==> config.mk <==
export PLATFORM = sky130hd
export DESIGN_NAME = idle_dimming_brightness_controller_flat
export DESIGN_NICKNAME = d
export VERILOG_FILES = /design/src/rtl/idbc_pkg.sv /design/src/rtl/idbc_chan_if.sv /design/src/rtl/idbc_csr.sv /design/src/rtl/idbc_muldiv.sv /design/src/rtl/idle_dimming_brightness_controller.sv /design/src/flat_wrapper.sv
export SDC_FILE = /design/constraint.sdc
export NUM_CORES = 1
export LEC_CHECK = 0
export ABC_AREA = 0
export BUFFER_PORTS_ARGS = -buffer_cell sky130_fd_sc_hd__buf_2
export CORE_MARGIN = 1
export CORE_UTILIZATION = 25
export CTS_BUF_LIST = sky130_fd_sc_hd__clkbuf_2
export CTS_CLUSTER_SIZE = 24
export DETAILED_ROUTE_END_ITERATION = 10
export GPL_TIMING_DRIVEN = 1
export PLACE_DENSITY_LB_ADDON = 0.2
export SLEW_MARGIN = 40
export SYNTH_ARGS = -nofsm -noshare
export SYNTH_HDL_FRONTEND = slang
export SYNTH_HIERARCHICAL = 1
export SYNTH_SLANG_ARGS = --single-unit
==> constraint.sdc <==
create_clock -name clock -period 9.04 [get_ports clock]
set_input_delay 0.452 -clock clock [delete_from_list [all_inputs] [get_ports clock]]
set_output_delay 0.452 -clock clock [all_outputs]
set_load 0.01 [all_outputs]
==> src/rtl/idbc_pkg.sv <==
// shared widths, constants, types and helpers of the brightness controller
package idbc_pkg;

   localparam int FRAC_BITS  = 10;
   localparam int TIME_BITS  = 32;
   localparam int LEVEL_W    = 11;
   localparam int TICK_W     = 16;
   localparam int LEFT_W     = 32;
   localparam int DUR_W      = 16;
   localparam int WIN_W      = 22;
   localparam int QUOT_W     = FRAC_BITS + 1;
   localparam int PROD_W     = QUOT_W + DUR_W;
   localparam int QCNT_W     = $clog2(QUOT_W);
   localparam int HF_W       = DUR_W + 1;
   localparam int THR_W      = DUR_W + 2;
   localparam int WIDE_W     = ((TIME_BITS > WIN_W) ? TIME_BITS : WIN_W) + 1;
   localparam int CSR_IDX_W  = 3;
   localparam int CSR_DATA_W = WIN_W;

   localparam logic [LEVEL_W-1:0]   FULL_LEVEL = LEVEL_W'(2 ** FRAC_BITS);
   localparam logic [TIME_BITS-1:0] TIME_MAX   = {TIME_BITS{1'b1}};

   // register reset values
   localparam logic [LEVEL_W-1:0] RST_DIM_LEVEL     = LEVEL_W'(307);
   localparam logic [DUR_W-1:0]   RST_RUN_FADE      = DUR_W'(10 * 1000);
   localparam logic [WIN_W-1:0]   RST_FOCUS_WINDOW  = WIN_W'(30 * 1000);
   localparam logic [DUR_W-1:0]   RST_FOCUS_RAMP    = DUR_W'(3 * 1000);
   localparam logic [DUR_W-1:0]   RST_IDLE_HOLD     = DUR_W'(10 * 1000);
   localparam logic [DUR_W-1:0]   RST_IDLE_FADE     = DUR_W'(3 * 1000);
   localparam logic [DUR_W-1:0]   RST_IDLE_DIM_HOLD = DUR_W'(5 * 1000);

   typedef enum logic [CSR_IDX_W-1:0] {
      CSR_DIM_LEVEL     = 3'd0,
      CSR_RUN_FADE      = 3'd1,
      CSR_FOCUS_WINDOW  = 3'd2,
      CSR_FOCUS_RAMP    = 3'd3,
      CSR_IDLE_HOLD     = 3'd4,
      CSR_IDLE_FADE     = 3'd5,
      CSR_IDLE_DIM_HOLD = 3'd6
   } csr_idx_type;

   typedef enum logic [2:0] {
      LVL_FULL = 3'd0,
      LVL_ZERO = 3'd1,
      LVL_DIM  = 3'd2,
      LVL_FADE = 3'd3,
      LVL_RAMP = 3'd4
   } lvl_kind_type;

   typedef struct packed {
      logic [LEVEL_W-1:0] dim_floor;
      logic [QUOT_W-1:0]  span;
      logic [DUR_W-1:0]   run_fade;
      logic [WIN_W-1:0]   focus_window;
      logic [DUR_W-1:0]   focus_ramp;
      logic [DUR_W-1:0]   idle_hold;
      logic [DUR_W-1:0]   idle_fade;
      logic [HF_W-1:0]    hold_fade;
      logic [THR_W-1:0]   sleep_thr;
   } cfg_type;

   typedef struct packed {
      logic              start;
      logic [QUOT_W-1:0] span;
      logic [DUR_W-1:0]  e;
      logic [DUR_W-1:0]  d;
   } md_req_type;

   function automatic logic [TIME_BITS-1:0] sat_time(input logic [LEFT_W-1:0] v);
      if ((LEFT_W + 1)'(v) > (LEFT_W + 1)'(TIME_MAX)) begin
         return TIME_MAX;
      end
      return TIME_BITS'(v);
   endfunction

   function automatic logic [TIME_BITS-1:0] sat_add(input logic [TIME_BITS-1:0] a,
                                                    input logic [TICK_W-1:0]    b);
      logic [TIME_BITS:0] s;
      s = (TIME_BITS + 1)'(a) + (TIME_BITS + 1)'(b);
      return s[TIME_BITS] ? TIME_MAX : s[TIME_BITS-1:0];
   endfunction

endpackage

==> src/rtl/idbc_chan_if.sv <==
// channel interfaces: tick request, brightness response, register writes
interface idbc_req_if import idbc_pkg::*; ();
   logic              valid;
   logic              ready;
   logic [TICK_W-1:0] tick_ms;
   logic              moving;
   logic              running;
   logic              has_goal;
   logic              in_break;
   logic [LEFT_W-1:0] time_left_ms;
   logic              face_switched;
   logic              woke_up;

   modport source (output valid, tick_ms, moving, running, has_goal, in_break,
                   time_left_ms, face_switched, woke_up, input ready);
   modport sink   (input valid, tick_ms, moving, running, has_goal, in_break,
                   time_left_ms, face_switched, woke_up, output ready);
endinterface

interface idbc_rsp_if import idbc_pkg::*; ();
   logic               valid;
   logic               ready;
   logic [LEVEL_W-1:0] level;
   logic               sleep_ready;

   modport source (output valid, level, sleep_ready, input ready);
   modport sink   (input valid, level, sleep_ready, output ready);
endinterface

interface idbc_csr_if import idbc_pkg::*; ();
   logic                  valid;
   logic                  ready;
   logic [CSR_IDX_W-1:0]  index;
   logic [CSR_DATA_W-1:0] data;

   modport source (output valid, index, data, input ready);
   modport sink   (input valid, index, data, output ready);
endinterface

==> src/rtl/idbc_csr.sv <==
// configuration registers and the values derived from them
module idbc_csr import idbc_pkg::*; (
   input  logic       clock,
   input  logic       reset,
   idbc_csr_if.sink   csr,
   output cfg_type    cfg
);

   logic [LEVEL_W-1:0] dim_ff;
   logic [DUR_W-1:0]   run_fade_ff;
   logic [WIN_W-1:0]   focus_window_ff;
   logic [DUR_W-1:0]   focus_ramp_ff;
   logic [DUR_W-1:0]   idle_hold_ff;
   logic [DUR_W-1:0]   idle_fade_ff;
   logic [DUR_W-1:0]   idle_dim_hold_ff;
   logic [LEVEL_W-1:0] dim_floor;

   assign csr.ready = 1'b1;

   always_ff @(posedge clock) begin
      if (reset) begin
         dim_ff           <= RST_DIM_LEVEL;
         run_fade_ff      <= RST_RUN_FADE;
         focus_window_ff  <= RST_FOCUS_WINDOW;
         focus_ramp_ff    <= RST_FOCUS_RAMP;
         idle_hold_ff     <= RST_IDLE_HOLD;
         idle_fade_ff     <= RST_IDLE_FADE;
         idle_dim_hold_ff <= RST_IDLE_DIM_HOLD;
      end else if (csr.valid && csr.ready) begin
         case (csr.index)
            CSR_DIM_LEVEL:     dim_ff           <= csr.data[LEVEL_W-1:0];
            CSR_RUN_FADE:      run_fade_ff      <= csr.data[DUR_W-1:0];
            CSR_FOCUS_WINDOW:  focus_window_ff  <= csr.data[WIN_W-1:0];
            CSR_FOCUS_RAMP:    focus_ramp_ff    <= csr.data[DUR_W-1:0];
            CSR_IDLE_HOLD:     idle_hold_ff     <= csr.data[DUR_W-1:0];
            CSR_IDLE_FADE:     idle_fade_ff     <= csr.data[DUR_W-1:0];
            CSR_IDLE_DIM_HOLD: idle_dim_hold_ff <= csr.data[DUR_W-1:0];
            default: ;
         endcase
      end
   end

   // dim floor never above full
   assign dim_floor = (dim_ff > FULL_LEVEL) ? FULL_LEVEL : dim_ff;

   always_comb begin
      cfg.dim_floor    = dim_floor;
      cfg.span         = QUOT_W'(FULL_LEVEL - dim_floor);
      cfg.run_fade     = run_fade_ff;
      cfg.focus_window = focus_window_ff;
      cfg.focus_ramp   = focus_ramp_ff;
      cfg.idle_hold    = idle_hold_ff;
      cfg.idle_fade    = idle_fade_ff;
      cfg.hold_fade    = HF_W'(idle_hold_ff) + HF_W'(idle_fade_ff);
      cfg.sleep_thr    = THR_W'(idle_hold_ff) + THR_W'(idle_fade_ff)
                         + THR_W'(idle_dim_hold_ff);
   end

endmodule

==> src/rtl/idbc_muldiv.sv <==
// bit-serial span*e/d: shift-add multiply then restoring divide in one register
module idbc_muldiv import idbc_pkg::*; (
   input  logic              clock,
   input  logic              reset,
   input  md_req_type        req,
   output logic              done,
   output logic [QUOT_W-1:0] quot
);

   typedef enum logic [2:0] {
      MD_IDLE = 3'b001,
      MD_MUL  = 3'b010,
      MD_DIV  = 3'b100
   } md_state_type;

   localparam logic [QCNT_W-1:0] CNT_LAST = QCNT_W'(QUOT_W - 1);

   md_state_type        state_ff, state_in;
   logic [QCNT_W-1:0]   cnt_ff, cnt_in;
   logic [QUOT_W-1:0]   mplier_ff, mplier_in;
   logic [DUR_W-1:0]    mcand_ff, mcand_in;
   logic [DUR_W-1:0]    dvsr_ff, dvsr_in;
   logic [PROD_W-1:0]   acc_ff, acc_in;
   logic                done_ff, done_in;
   logic [DUR_W:0]      rem_ext;
   logic [DUR_W:0]      rem_diff;
   logic                rem_ge;
   logic [PROD_W-1:0]   addend;

   // upper part of acc is the partial remainder, lower part shifts dividend out
   assign rem_ext  = {acc_ff[PROD_W-1:QUOT_W], acc_ff[QUOT_W-1]};
   assign rem_ge   = rem_ext >= {1'b0, dvsr_ff};
   assign rem_diff = rem_ext - {1'b0, dvsr_ff};
   assign addend   = mplier_ff[QUOT_W-1] ? PROD_W'(mcand_ff) : '0;

   always_comb begin
      state_in  = state_ff;
      cnt_in    = cnt_ff;
      mplier_in = mplier_ff;
      mcand_in  = mcand_ff;
      dvsr_in   = dvsr_ff;
      acc_in    = acc_ff;
      done_in   = 1'b0;
      case (state_ff)
         MD_IDLE: begin
            if (req.start) begin
               mplier_in = req.span;
               mcand_in  = req.e;
               dvsr_in   = req.d;
               acc_in    = '0;
               cnt_in    = '0;
               state_in  = MD_MUL;
            end
         end
         MD_MUL: begin
            acc_in    = {acc_ff[PROD_W-2:0], 1'b0} + addend;
            mplier_in = {mplier_ff[QUOT_W-2:0], 1'b0};
            if (cnt_ff == CNT_LAST) begin
               cnt_in   = '0;
               state_in = MD_DIV;
            end else begin
               cnt_in = cnt_ff + 1'b1;
            end
         end
         MD_DIV: begin
            acc_in = {(rem_ge ? rem_diff[DUR_W-1:0] : rem_ext[DUR_W-1:0]),
                      acc_ff[QUOT_W-2:0], rem_ge};
            if (cnt_ff == CNT_LAST) begin
               cnt_in   = '0;
               done_in  = 1'b1;
               state_in = MD_IDLE;
            end else begin
               cnt_in = cnt_ff + 1'b1;
            end
         end
         default: begin
            state_in = MD_IDLE;
         end
      endcase
   end

   always_ff @(posedge clock) begin
      if (reset) begin
         state_ff <= MD_IDLE;
         cnt_ff   <= '0;
         done_ff  <= 1'b0;
      end else begin
         state_ff <= state_in;
         cnt_ff   <= cnt_in;
         done_ff  <= done_in;
      end
   end

   always_ff @(posedge clock) begin
      mplier_ff <= mplier_in;
      mcand_ff  <= mcand_in;
      dvsr_ff   <= dvsr_in;
      acc_ff    <= acc_in;
   end

   assign done = done_ff;
   assign quot = acc_ff[QUOT_W-1:0];

endmodule

==> src/rtl/idle_dimming_brightness_controller.sv <==
// top level of the idle dimming brightness controller
//
//  channel  | dir | handshake     | word
//  req_ch   | in  | valid/ready   | tick_ms, moving, running, has_goal, in_break,
//           |     |               | time_left_ms, face_switched, woke_up
//  rsp_ch   | out | valid/ready   | level, sleep_ready
//  csr_ch   | in  | valid/ready   | index, data (register write, always ready)
//
// one tick word is worked at a time: req_ch.ready is high only when idle
// a tick with a fade or ramp passes the count and select stages, then waits in the
// bit-serial multiply-divide (11 multiply and 11 divide steps) before finish;
// other ticks go from select straight to finish
// the result sits in an output register, so the next tick is taken while it waits
// reset clears the counters, status history, registers and the output valid
module idle_dimming_brightness_controller import idbc_pkg::*; (
   input  logic        clock,
   input  logic        reset,
   idbc_req_if.sink    req_ch,
   idbc_rsp_if.source  rsp_ch,
   idbc_csr_if.sink    csr_ch
);

   typedef enum logic [4:0] {
      ST_IDLE   = 5'b00001,
      ST_COUNT  = 5'b00010,
      ST_SELECT = 5'b00100,
      ST_CALC   = 5'b01000,
      ST_FINISH = 5'b10000
   } state_type;

   cfg_type cfg;

   state_type              state_ff, state_in;

   // captured tick word
   logic [TICK_W-1:0]      tick_ff;
   logic                   moving_ff, running_ff, goal_ff, break_ff;
   logic                   switched_ff, woke_ff;
   logic [TIME_BITS-1:0]   left_ff;

   // history kept between ticks
   logic [TIME_BITS-1:0]   bright_ff, bright_in;
   logic [TIME_BITS-1:0]   paused_ff, paused_in;
   logic                   last_run_ff, last_run_in;
   logic                   last_goal_ff, last_goal_in;
   logic [TIME_BITS-1:0]   last_left_ff, last_left_in;
   logic                   interact_ff, interact_in;

   // per-tick decision
   lvl_kind_type           kind_ff, kind_in;
   logic                   sleep_ff, sleep_in;
   md_req_type             md_req_ff, md_req_in;
   logic                   md_done;
   logic [QUOT_W-1:0]      md_quot;

   // output register
   logic                   rsp_valid_ff, rsp_valid_in;
   logic [LEVEL_W-1:0]     rsp_level_ff, rsp_level_in;
   logic                   rsp_sleep_ff, rsp_sleep_in;

   logic                   req_take;
   logic                   rsp_load;
   logic [LEVEL_W-1:0]     level_out;

   // history after a face switch / wake-up, as seen by this tick
   logic                   eff_last_run, eff_last_goal;
   logic [TIME_BITS-1:0]   eff_last_left, eff_bright, eff_paused;
   logic                   started, stopped, jumped, interacting;

   // select-stage compares
   logic [WIDE_W-1:0]      win_gap;
   logic [WIDE_W-1:0]      idle_off;
   logic                   in_window, ramp_done, fade_done;
   logic                   idle_dark, idle_past_hold, idle_past_fade;

   idbc_csr u_csr (
      .clock (clock),
      .reset (reset),
      .csr   (csr_ch),
      .cfg   (cfg)
   );

   idbc_muldiv u_muldiv (
      .clock (clock),
      .reset (reset),
      .req   (md_req_ff),
      .done  (md_done),
      .quot  (md_quot)
   );

   assign req_ch.ready = (state_ff == ST_IDLE);
   assign req_take     = req_ch.valid && req_ch.ready;

   // ---- count stage: apply clears, detect interaction, advance counters ----
   always_comb begin
      eff_last_run  = switched_ff ? 1'b0 : last_run_ff;
      eff_last_goal = switched_ff ? 1'b0 : last_goal_ff;
      eff_last_left = switched_ff ? '0 : last_left_ff;
      eff_bright    = switched_ff ? '0 : bright_ff;
      eff_paused    = (switched_ff || woke_ff) ? '0 : paused_ff;

      started     = running_ff && !eff_last_run;
      stopped     = !running_ff && eff_last_run;
      // sum taken one bit wider so the phase jump test never wraps
      jumped      = goal_ff && eff_last_goal &&
                    ((TIME_BITS + 1)'(left_ff) >
                     ((TIME_BITS + 1)'(eff_last_left) + (TIME_BITS + 1)'(tick_ff)));
      interacting = started || stopped || jumped || moving_ff;

      if (interacting) begin
         eff_bright = '0;
         eff_paused = '0;
      end
   end

   always_comb begin
      bright_in    = bright_ff;
      paused_in    = paused_ff;
      last_run_in  = last_run_ff;
      last_goal_in = last_goal_ff;
      last_left_in = last_left_ff;
      interact_in  = interact_ff;
      if (state_ff == ST_COUNT) begin
         if (running_ff) begin
            paused_in = '0;
            bright_in = sat_add(eff_bright, tick_ff);
         end else begin
            paused_in = sat_add(eff_paused, tick_ff);
            bright_in = eff_bright;
         end
         last_run_in  = running_ff;
         last_goal_in = goal_ff;
         last_left_in = left_ff;
         interact_in  = interacting;
      end
   end

   // ---- select stage: pick the curve and its operands ----
   assign win_gap        = WIDE_W'(cfg.focus_window) - WIDE_W'(left_ff);
   assign in_window      = WIDE_W'(left_ff) <= WIDE_W'(cfg.focus_window);
   assign ramp_done      = win_gap >= WIDE_W'(cfg.focus_ramp);
   assign fade_done      = WIDE_W'(bright_ff) >= WIDE_W'(cfg.run_fade);
   assign idle_off       = WIDE_W'(paused_ff) - WIDE_W'(cfg.idle_hold);
   assign idle_dark      = WIDE_W'(paused_ff) >= WIDE_W'(cfg.sleep_thr);
   assign idle_past_hold = WIDE_W'(paused_ff) >= WIDE_W'(cfg.idle_hold);
   assign idle_past_fade = WIDE_W'(paused_ff) >= WIDE_W'(cfg.hold_fade);

   always_comb begin
      kind_in   = kind_ff;
      sleep_in  = sleep_ff;
      md_req_in = '0;
      md_req_in.span = cfg.span;
      if (state_ff == ST_SELECT) begin
         sleep_in = idle_dark;
         if (running_ff) begin
            if (break_ff) begin
               kind_in = LVL_FULL;
            end else if (goal_ff && in_window) begin
               // focus end ramp, zero length counts as finished
               if (ramp_done) begin
                  kind_in = LVL_FULL;
               end else begin
                  kind_in         = LVL_RAMP;
                  md_req_in.start = 1'b1;
                  md_req_in.e     = DUR_W'(win_gap);
                  md_req_in.d     = cfg.focus_ramp;
               end
            end else if (!interact_ff) begin
               if (fade_done) begin
                  kind_in = LVL_DIM;
               end else begin
                  kind_in         = LVL_FADE;
                  md_req_in.start = 1'b1;
                  md_req_in.e     = DUR_W'(bright_ff);
                  md_req_in.d     = cfg.run_fade;
               end
            end else begin
               kind_in = LVL_FULL;
            end
         end else begin
            // paused: hold full, fade, hold dim, then dark
            if (idle_dark) begin
               kind_in = LVL_ZERO;
            end else if (idle_past_fade) begin
               kind_in = LVL_DIM;
            end else if (idle_past_hold) begin
               kind_in         = LVL_FADE;
               md_req_in.start = 1'b1;
               md_req_in.e     = DUR_W'(idle_off);
               md_req_in.d     = cfg.idle_fade;
            end else begin
               kind_in = LVL_FULL;
            end
         end
      end
   end

   // ---- sequencer ----
   always_comb begin
      state_in = state_ff;
      case (state_ff)
         ST_IDLE: begin
            if (req_take) begin
               state_in = ST_COUNT;
            end
         end
         ST_COUNT: begin
            state_in = ST_SELECT;
         end
         ST_SELECT: begin
            state_in = md_req_in.start ? ST_CALC : ST_FINISH;
         end
         ST_CALC: begin
            if (md_done) begin
               state_in = ST_FINISH;
            end
         end
         ST_FINISH: begin
            if (rsp_load) begin
               state_in = ST_IDLE;
            end
         end
         default: begin
            state_in = ST_IDLE;
         end
      endcase
   end

   // ---- result word ----
   always_comb begin
      case (kind_ff)
         LVL_FULL: level_out = FULL_LEVEL;
         LVL_ZERO: level_out = '0;
         LVL_DIM:  level_out = cfg.dim_floor;
         LVL_FADE: level_out = FULL_LEVEL - LEVEL_W'(md_quot);
         LVL_RAMP: level_out = cfg.dim_floor + LEVEL_W'(md_quot);
         default:  level_out = FULL_LEVEL;
      endcase
   end

   assign rsp_load = (state_ff == ST_FINISH) && (!rsp_valid_ff || rsp_ch.ready);

   always_comb begin
      rsp_valid_in = rsp_valid_ff;
      rsp_level_in = rsp_level_ff;
      rsp_sleep_in = rsp_sleep_ff;
      if (rsp_load) begin
         rsp_valid_in = 1'b1;
         rsp_level_in = level_out;
         rsp_sleep_in = sleep_ff;
      end else if (rsp_ch.ready) begin
         rsp_valid_in = 1'b0;
      end
   end

   assign rsp_ch.valid       = rsp_valid_ff;
   assign rsp_ch.level       = rsp_level_ff;
   assign rsp_ch.sleep_ready = rsp_sleep_ff;

   // ---- registers ----
   always_ff @(posedge clock) begin
      if (reset) begin
         state_ff     <= ST_IDLE;
         bright_ff    <= '0;
         paused_ff    <= '0;
         last_run_ff  <= 1'b0;
         last_goal_ff <= 1'b0;
         last_left_ff <= '0;
         interact_ff  <= 1'b0;
         md_req_ff    <= '0;
         rsp_valid_ff <= 1'b0;
      end else begin
         state_ff     <= state_in;
         bright_ff    <= bright_in;
         paused_ff    <= paused_in;
         last_run_ff  <= last_run_in;
         last_goal_ff <= last_goal_in;
         last_left_ff <= last_left_in;
         interact_ff  <= interact_in;
         md_req_ff    <= md_req_in;
         rsp_valid_ff <= rsp_valid_in;
      end
   end

   // payload, no reset needed
   always_ff @(posedge clock) begin
      if (req_take) begin
         tick_ff     <= req_ch.tick_ms;
         moving_ff   <= req_ch.moving;
         running_ff  <= req_ch.running;
         goal_ff     <= req_ch.has_goal;
         break_ff    <= req_ch.in_break;
         left_ff     <= sat_time(req_ch.time_left_ms);
         switched_ff <= req_ch.face_switched;
         woke_ff     <= req_ch.woke_up;
      end
      kind_ff      <= kind_in;
      sleep_ff     <= sleep_in;
      rsp_level_ff <= rsp_level_in;
      rsp_sleep_ff <= rsp_sleep_in;
   end

endmodule

==> src/flat_wrapper.sv <==
// flat-port wrapper written by rule: the top's interface ports become plain ports
module idle_dimming_brightness_controller_flat import idbc_pkg::*;
  (clock, reset, req_ch_valid, req_ch_tick_ms, req_ch_moving, req_ch_running, req_ch_has_goal, req_ch_in_break, req_ch_time_left_ms, req_ch_face_switched, req_ch_woke_up, req_ch_ready, rsp_ch_valid, rsp_ch_level, rsp_ch_sleep_ready, rsp_ch_ready, csr_ch_valid, csr_ch_index, csr_ch_data, csr_ch_ready);
  idbc_req_if req_ch_i ();
  idbc_rsp_if rsp_ch_i ();
  idbc_csr_if csr_ch_i ();
  input  logic clock;
  input  logic reset;
  input wire logic [$bits(req_ch_i.valid)-1:0] req_ch_valid;
  input wire logic [$bits(req_ch_i.tick_ms)-1:0] req_ch_tick_ms;
  input wire logic [$bits(req_ch_i.moving)-1:0] req_ch_moving;
  input wire logic [$bits(req_ch_i.running)-1:0] req_ch_running;
  input wire logic [$bits(req_ch_i.has_goal)-1:0] req_ch_has_goal;
  input wire logic [$bits(req_ch_i.in_break)-1:0] req_ch_in_break;
  input wire logic [$bits(req_ch_i.time_left_ms)-1:0] req_ch_time_left_ms;
  input wire logic [$bits(req_ch_i.face_switched)-1:0] req_ch_face_switched;
  input wire logic [$bits(req_ch_i.woke_up)-1:0] req_ch_woke_up;
  output wire logic [$bits(req_ch_i.ready)-1:0] req_ch_ready;
  output wire logic [$bits(rsp_ch_i.valid)-1:0] rsp_ch_valid;
  output wire logic [$bits(rsp_ch_i.level)-1:0] rsp_ch_level;
  output wire logic [$bits(rsp_ch_i.sleep_ready)-1:0] rsp_ch_sleep_ready;
  input wire logic [$bits(rsp_ch_i.ready)-1:0] rsp_ch_ready;
  input wire logic [$bits(csr_ch_i.valid)-1:0] csr_ch_valid;
  input wire logic [$bits(csr_ch_i.index)-1:0] csr_ch_index;
  input wire logic [$bits(csr_ch_i.data)-1:0] csr_ch_data;
  output wire logic [$bits(csr_ch_i.ready)-1:0] csr_ch_ready;
  assign req_ch_i.valid = req_ch_valid;
  assign req_ch_i.tick_ms = req_ch_tick_ms;
  assign req_ch_i.moving = req_ch_moving;
  assign req_ch_i.running = req_ch_running;
  assign req_ch_i.has_goal = req_ch_has_goal;
  assign req_ch_i.in_break = req_ch_in_break;
  assign req_ch_i.time_left_ms = req_ch_time_left_ms;
  assign req_ch_i.face_switched = req_ch_face_switched;
  assign req_ch_i.woke_up = req_ch_woke_up;
  assign req_ch_ready = req_ch_i.ready;
  assign rsp_ch_valid = rsp_ch_i.valid;
  assign rsp_ch_level = rsp_ch_i.level;
  assign rsp_ch_sleep_ready = rsp_ch_i.sleep_ready;
  assign rsp_ch_i.ready = rsp_ch_ready;
  assign csr_ch_i.valid = csr_ch_valid;
  assign csr_ch_i.index = csr_ch_index;
  assign csr_ch_i.data = csr_ch_data;
  assign csr_ch_ready = csr_ch_i.ready;
  idle_dimming_brightness_controller u_core (.clock(clock), .reset(reset), .req_ch(req_ch_i), .rsp_ch(rsp_ch_i), .csr_ch(csr_ch_i));
endmodule
# Word-level counts from Yosys, hierarchy flattened
# Cells that the tools add are included.
# classes
n_addsub	14
order_cmp	9
n_eq_ne	25
n_mux	62
bitwise_logic	2
n_reduce_logical	36
# op_table
op	n
$mux 32	18
$add 32x16->33	3
$pmux 27 s3	1
$ge 32x16->1	2
$pmux 11 s4	1
$add 16x16->17	2
$ge 33x16->1	1
$gt 32x33->1	1
$sub 22x32->33	1
$ge 32x17->1	1
$ge 32x18->1	1
$le 32x22->1	1
$mux 16	2
$sub 16x16->16	2
$add 27x16->27	1
$mux 27	1
$mux 3	9
$pmux 5 s5	1
$mux 11	2
$pmux 11 s2	1
$reduce_and 2->1	11
$sub 11x11->11 const A	2
$mux 5	4
$add 17x16->18	1
29 further kinds	78
# word_totals
ff_bits	410
inputBits	84
output_inout_bits	15
word_cells	186

# Longest topological paths before layout
# logic_depth
depth_word	10
ltp_mapped	38
ltp_nobuf	33

# Cells and area by module
# The synthesis kept the hierarchy.
# by_module_without_submodules
mod	instances	cells_per_inst	area_per_inst_um2
idle_dimming_brightness_controller	1	2033	16684.8
idbc_csr	1	766	6029.5
idbc_muldiv	1	501	5094.9

# Least setup slack after synthesis
# OpenSTA, ideal clock, no wires.
# synth_timing
path_type	reg2reg
startpoint	register u_core.switched_ff
endpoint	register u_core.bright_ff[6]
setup_ns	0.133
t_arrival_ns	7.205
path_slack_ns	1.702
stages_incl_launch_ff	39
synth_period_minus_slack_ns	7.338
path_cell_list	edfxtp_1 -> clkbuf_1 -> clkbuf_1 -> nor2b_1 -> ha_1 -> a21oi_1 -> a2bb2oi_1 -> a21oi_1 -> a41oi_1 -> a21oi_1 -> a41o_1 -> and2_1 -> clkbuf_1 -> nand2_1 -> o21a_1 -> o21ai_0 -> ha_1 -> nand4_1 -> [... 3 more ...] -> and3_1 -> a22oi_2 -> buf_2 -> buf_2 -> nor2_1 -> ha_1 -> fa_1 -> a21o_1 -> a21oi_1 -> o21ai_0 -> a41oi_1 -> o21ai_0 -> a21o_1 -> nor4b_4 -> nand2b_1 -> buf_4 -> a211oi_1 -> a211oi_2
# synth_via
elab_chain_len	10
# synth_rtl
item	line	rtl
start: declaration	idle_dimming_brightness_controller.sv:38	logic switched_ff, woke_ff;
start signal: assignment	idle_dimming_brightness_controller.sv:294	switched_ff <= req_ch.face_switched;
$mux 32 / $mux 1 (equally long branches)	idle_dimming_brightness_controller.sv:98, idle_dimming_brightness_controller.sv:96	
$add 32x16->33 / $logic_not 1->1 (equally long branches)	idle_dimming_brightness_controller.sv:107, idle_dimming_brightness_controller.sv:102	
$gt 32x33->1 / $logic_and 1x1->1 (equally long branches)	idle_dimming_brightness_controller.sv:106, idle_dimming_brightness_controller.sv:102	
$logic_and 1x1->1 / $logic_or 1x1->1 (equally long branches)	idle_dimming_brightness_controller.sv:105, idle_dimming_brightness_controller.sv:108	
$logic_or 1x1->1 (2 in a row)	idle_dimming_brightness_controller.sv:108	interacting = started || stopped || jumped || moving_ff;
$mux 32 (*)	idle_dimming_brightness_controller.sv:110	if (interacting) begin
$add 32x16->33	idbc_pkg.sv:79	s = (TIME_BITS + 1)'(a) + (TIME_BITS + 1)'(b);
$mux 32	idbc_pkg.sv:80	return s[TIME_BITS] ? TIME_MAX : s[TIME_BITS-1:0];
$mux 32 (*)	idle_dimming_brightness_controller.sv:124	if (running_ff) begin
end signal: assignment	idle_dimming_brightness_controller.sv:274	bright_ff <= bright_in;
end: declaration	idle_dimming_brightness_controller.sv:42	logic [TIME_BITS-1:0] bright_ff, bright_in;
# Mark *: on every way between the ends. The rest lies on a longest branch, timed or not.
# A chain may end at the register's enable or synchronous reset.

# Worst setup path after layout
# layout_timing
startpoint	register u_core.switched_ff
endpoint	register u_core.paused_ff[20]
# layout_via
elab_chain_len	10
# layout_rtl
item	line	rtl
$mux 32 / $mux 1 (equally long branches)	idle_dimming_brightness_controller.sv:98, idle_dimming_brightness_controller.sv:96	
$add 32x16->33 / $logic_not 1->1 (equally long branches)	idle_dimming_brightness_controller.sv:107, idle_dimming_brightness_controller.sv:102	
$gt 32x33->1 / $logic_and 1x1->1 (equally long branches)	idle_dimming_brightness_controller.sv:106, idle_dimming_brightness_controller.sv:102	
$logic_and 1x1->1 / $logic_or 1x1->1 (equally long branches)	idle_dimming_brightness_controller.sv:105, idle_dimming_brightness_controller.sv:108	
$logic_or 1x1->1 (2 in a row)	idle_dimming_brightness_controller.sv:108	
$mux 32 (*)	idle_dimming_brightness_controller.sv:110	
$add 32x16->33 (*)	idbc_pkg.sv:79	
$mux 32 (*)	idbc_pkg.sv:80	
$mux 32 (*)	idle_dimming_brightness_controller.sv:124	
end signal: assignment	idle_dimming_brightness_controller.sv:275	paused_ff <= paused_in;
end: declaration	idle_dimming_brightness_controller.sv:43	logic [TIME_BITS-1:0] paused_ff, paused_in;
# Marked as above.

==> metrics.txt <==
Final Hold Violating Endpoints=0; aggregate routed wire length=a little under 100000 um; upper clock frequency limit=124 MHz; total grt overflow=0; combinational group share of total power=0.215; initial cell density of the core=0.254; largest vdd supply drop=0.0921 mV; portion of the post-synthesis area used by sequential elements=0.346; share of final-layout standard cells stronger than drive strength 1=0.110; CTS HTree Levels=3; CTS tree=yes; CP Launch Type=flop; total count of max-transition violations in the final report=0; endpoint type of the worst setup path=flop; kind of critical path=flop to flop; quantity of gates resized following cts=0; area of the die=between 0.1 and 0.15 mm^2; Hold Path Class=primary input to flop; post-synth top area cell=sky130_fd_sc_hd__dfxtp_1; peak fanout along the critical path=20; slew of the pin with the lowest slew margin=about 0.84 ns; clock-pin slew on the worst setup and hold paths=0.10 ns; vias in the first global route=around 24000; Clk Tree Root Cell=sky130_fd_sc_hd__clkbuf_2; count of flip-flops with a built-in enable after synthesis=between 100 and 150; share of the synthesized area in the top cell type=0.194; Antenna Violating Nets Remaining=0; Top-Level Pins=99; Arr. time, crit path=roughly 9.2 ns; leakage power summed over all cells=~13 nW; pre-CTS setup slack=between 0.6 and 0.7 ns; routed length per instance=19.0 um; clock latency on the worst-skew pair=1.34 ns; standard cell with the maximum stage delay on the critical path=sky130_fd_sc_hd__nor3b_1; number of synthesized register bits=410; Net count, final=between 3000 and 4000; HPWL after DPL=just over 70000 um; most instantiated flip-flop cell in the synthesis netlist=sky130_fd_sc_hd__dfxtp_1; fraction of the cycle the final worst path needs=0.893; Final Total Pwr=around 4.6 mW; async set or reset register ratio after synthesis=0; largest cells by area after synthesis=sky130_fd_sc_hd__dfxtp_1 (19%), sky130_fd_sc_hd__edfxtp_1 (15%), sky130_fd_sc_hd__ha_1 (12%); cells after synthesis=3300; number of distinct library cell variants in the gate-level netlist after synthesis=approximately 120; family with the most delay on the worst path=compound AO/OA/AOI/OAI gates; layout-stage area growth over the synthesis result=18.5%; area of the multi-input gates=between 0.015 and 0.02 mm^2; skew final=about 0.14 ns; total clock buffers created by CTS=around 120; number of vias after detailed routing=24992; Starting DRT DRC Count=1671; total core area=around 0.11 mm^2; Pint=between 2 and 3 mW; standard-cell row count=about 120; total placed cells including tap cells=about 4800; Port Buf Inserts=97; detail-routed via count per cell=between 4 and 5; maximum clock path buffer count=3; switching power=~1.6 mW; clock share of power=0.324; Die Y=336 um; Filler cells=around 12000; Mapped Avg Cell Area=between 8 and 9 um^2; most common library cell in the layout ignoring fill and taps=sky130_fd_sc_hd__nand2_1; pin count of the biggest net entering global routing=94; relative contribution of sequential cells to total power=0.461; TritonRoute pass-1 iters=6; weighted congestion reported at the end of routability-driven placement=0.888; utilization after layout=0.301; final setup slack of the worst path=between 0.9 and 1 ns; global-route wire length before repair=approximately 150000 um; horizontal die dimension=around 340 um; result of the run=complete, no violations; count of clock tree sinks=just over 400; switching power as a share of total power=0.349; global router's overall resource usage=0.174; total of warnings raised by yosys=6; Worst Hold Slack=0.146 ns; setup repair after global routing missed its margin=no; P per Cell Area=138 mW/mm^2; minimum period implied by the final worst setup slack=8.07 ns; antenna violations before repair=3; netlist area before placement=0.0278 mm^2; biggest cell delay along the critical path=0.61 ns; commonest cells after routing, fill and taps aside=sky130_fd_sc_hd__nand2_1 (513), sky130_fd_sc_hd__a21oi_1 (332), sky130_fd_sc_hd__dfxtp_1 (270); setup violators final=0; number of cells in the finished layout apart from fillers=5191; most used cell along the critical path=sky130_fd_sc_hd__a21oi_1; headroom to the max-slew limit=0.425; post-route cell area=0.0330 mm^2; Placed Instance Area=about 0.030 mm^2; Synth Net Count=around 3700; final sum of negative setup slack=0 ns; Buf+Inv Stages, Crit Path=3; CP Data Required Time=10.20 ns; Maximum Capacitance Violations=0; Register Area=0.00961 mm^2; detailed-route DRC error count=0
cell type report:
class	instances	share of cell area
Antenna cell	4	0.000304
Clock buffer	182	0.0276
Clock inverter	37	0.00630
Inverter	198	0.0226
Multi-Input combinational cell	2562	0.514
Sequential cell	410	0.292
Tap cell	1476	0.0560
Timing Repair Buffer	322	0.0815
state kept, by name (all words and copies together), names as in the netlist, 22 cells and up:
name	count
u_core/md_req_ff	44
u_core/last_left_ff	32
u_core/u_csr/focus_window_ff	22
u_core/u_muldiv/acc_ff	27
u_core/paused_ff	32
u_core/left_ff	32
u_core/bright_ff	32
path summary, 6_finish.rpt:
kind	slack (ns)	endpoint	startpoint	depth (start not counted)
setup / recovery	0.97	u_core/paused_ff[20]	u_core/switched_ff	35
hold / removal	0.15	u_core/u_csr/idle_fade_ff[14]	csr_ch_data[14]	4
setup reg to reg	0.97	u_core/paused_ff[20]	u_core/switched_ff	35
hold reg to reg	0.40	u_core/u_muldiv/dvsr_ff[11]	u_core/md_req_ff[11]	0
worst register-to-register path, delay by kind of cell (launching register included):
| kind | cells | cell delay (ns) |
|---|---|---|
| adders and majority gates | 4 | 1.01 |
| AOI/OAI and AO/OA | 17 | 3.19 |
| buffers and inverters | 3 | 0.64 |
| and+or+nand+nor | 11 | 2.64 |
| DFF | 1 | 0.44 |
power groups by stage:
stage | combinational [mW] | clock [mW] | sequential, mW
2_1_floorplan | 0.644 | 0 | 2.07
3_3_place_gp | 0.910 | 0 | 2.15
3_5_place_dp | 0.911 | 0 | 2.15
4_1_cts | 0.976 | 1.56 | 2.11
5_1_grt | 1.10 | 1.65 | 2.11
6_report | 0.979 | 1.48 | 2.10
Yosys cell counts, types with 64 or more instances:
library cell	instances
sky130_fd_sc_hd__dfxtp_1	270
sky130_fd_sc_hd__nand2_1	515
sky130_fd_sc_hd__nand3_1	71
sky130_fd_sc_hd__clkbuf_1	84
sky130_fd_sc_hd__o21ai_0	149
sky130_fd_sc_hd__a21oi_1	332
sky130_fd_sc_hd__edfxtp_1	140
sky130_fd_sc_hd__ha_1	261
sky130_fd_sc_hd__inv_1	196
sky130_fd_sc_hd__xnor2_1	101
sky130_fd_sc_hd__nor2b_1	70
sky130_fd_sc_hd__nor2_1	193
sky130_fd_sc_hd__nor3_1	64
kinds of logic (layout without fill, tap and decap cells):
| group | count (synthesis) | after routing | share of synthesized area |
|---|---|---|---|
| compound gates | 894 | 894 | 0.204 |
| xor+xnor | 155 | 155 | 0.0488 |
| mux | 19 | 19 | 0.00693 |
| buf+inv | 328 | 739 | 0.0481 |
| other cells | 1 | 5 | 0.000135 |
| flops | 410 | 410 | 0.346 |
| fa+ha+maj | 287 | 287 | 0.136 |
| simple gates | 1206 | 1206 | 0.210 |
layer usage:
| metal | vias up | part of all wire | track usage |
|---|---|---|---|
| met3 | 162 | 0.037 | 0.0239 |
| li1 | 12452 | - | - |
| met1 | 11824 | 0.45 | 0.220 |
| met4 | 2 | 0.033 | 0.0648 |
| met2 | 552 | 0.48 | 0.299 |
| met5 | - | 0.000071 | 0 |
repair_timing:
item / in CTS / in global routing
setup endpoints to repair: 0 / 11
buffers inserted: 0 / 3
hold buffers: 190 / 0
hold endpoints to repair: 350 / 0
Power figures use the tool's default switching activity.
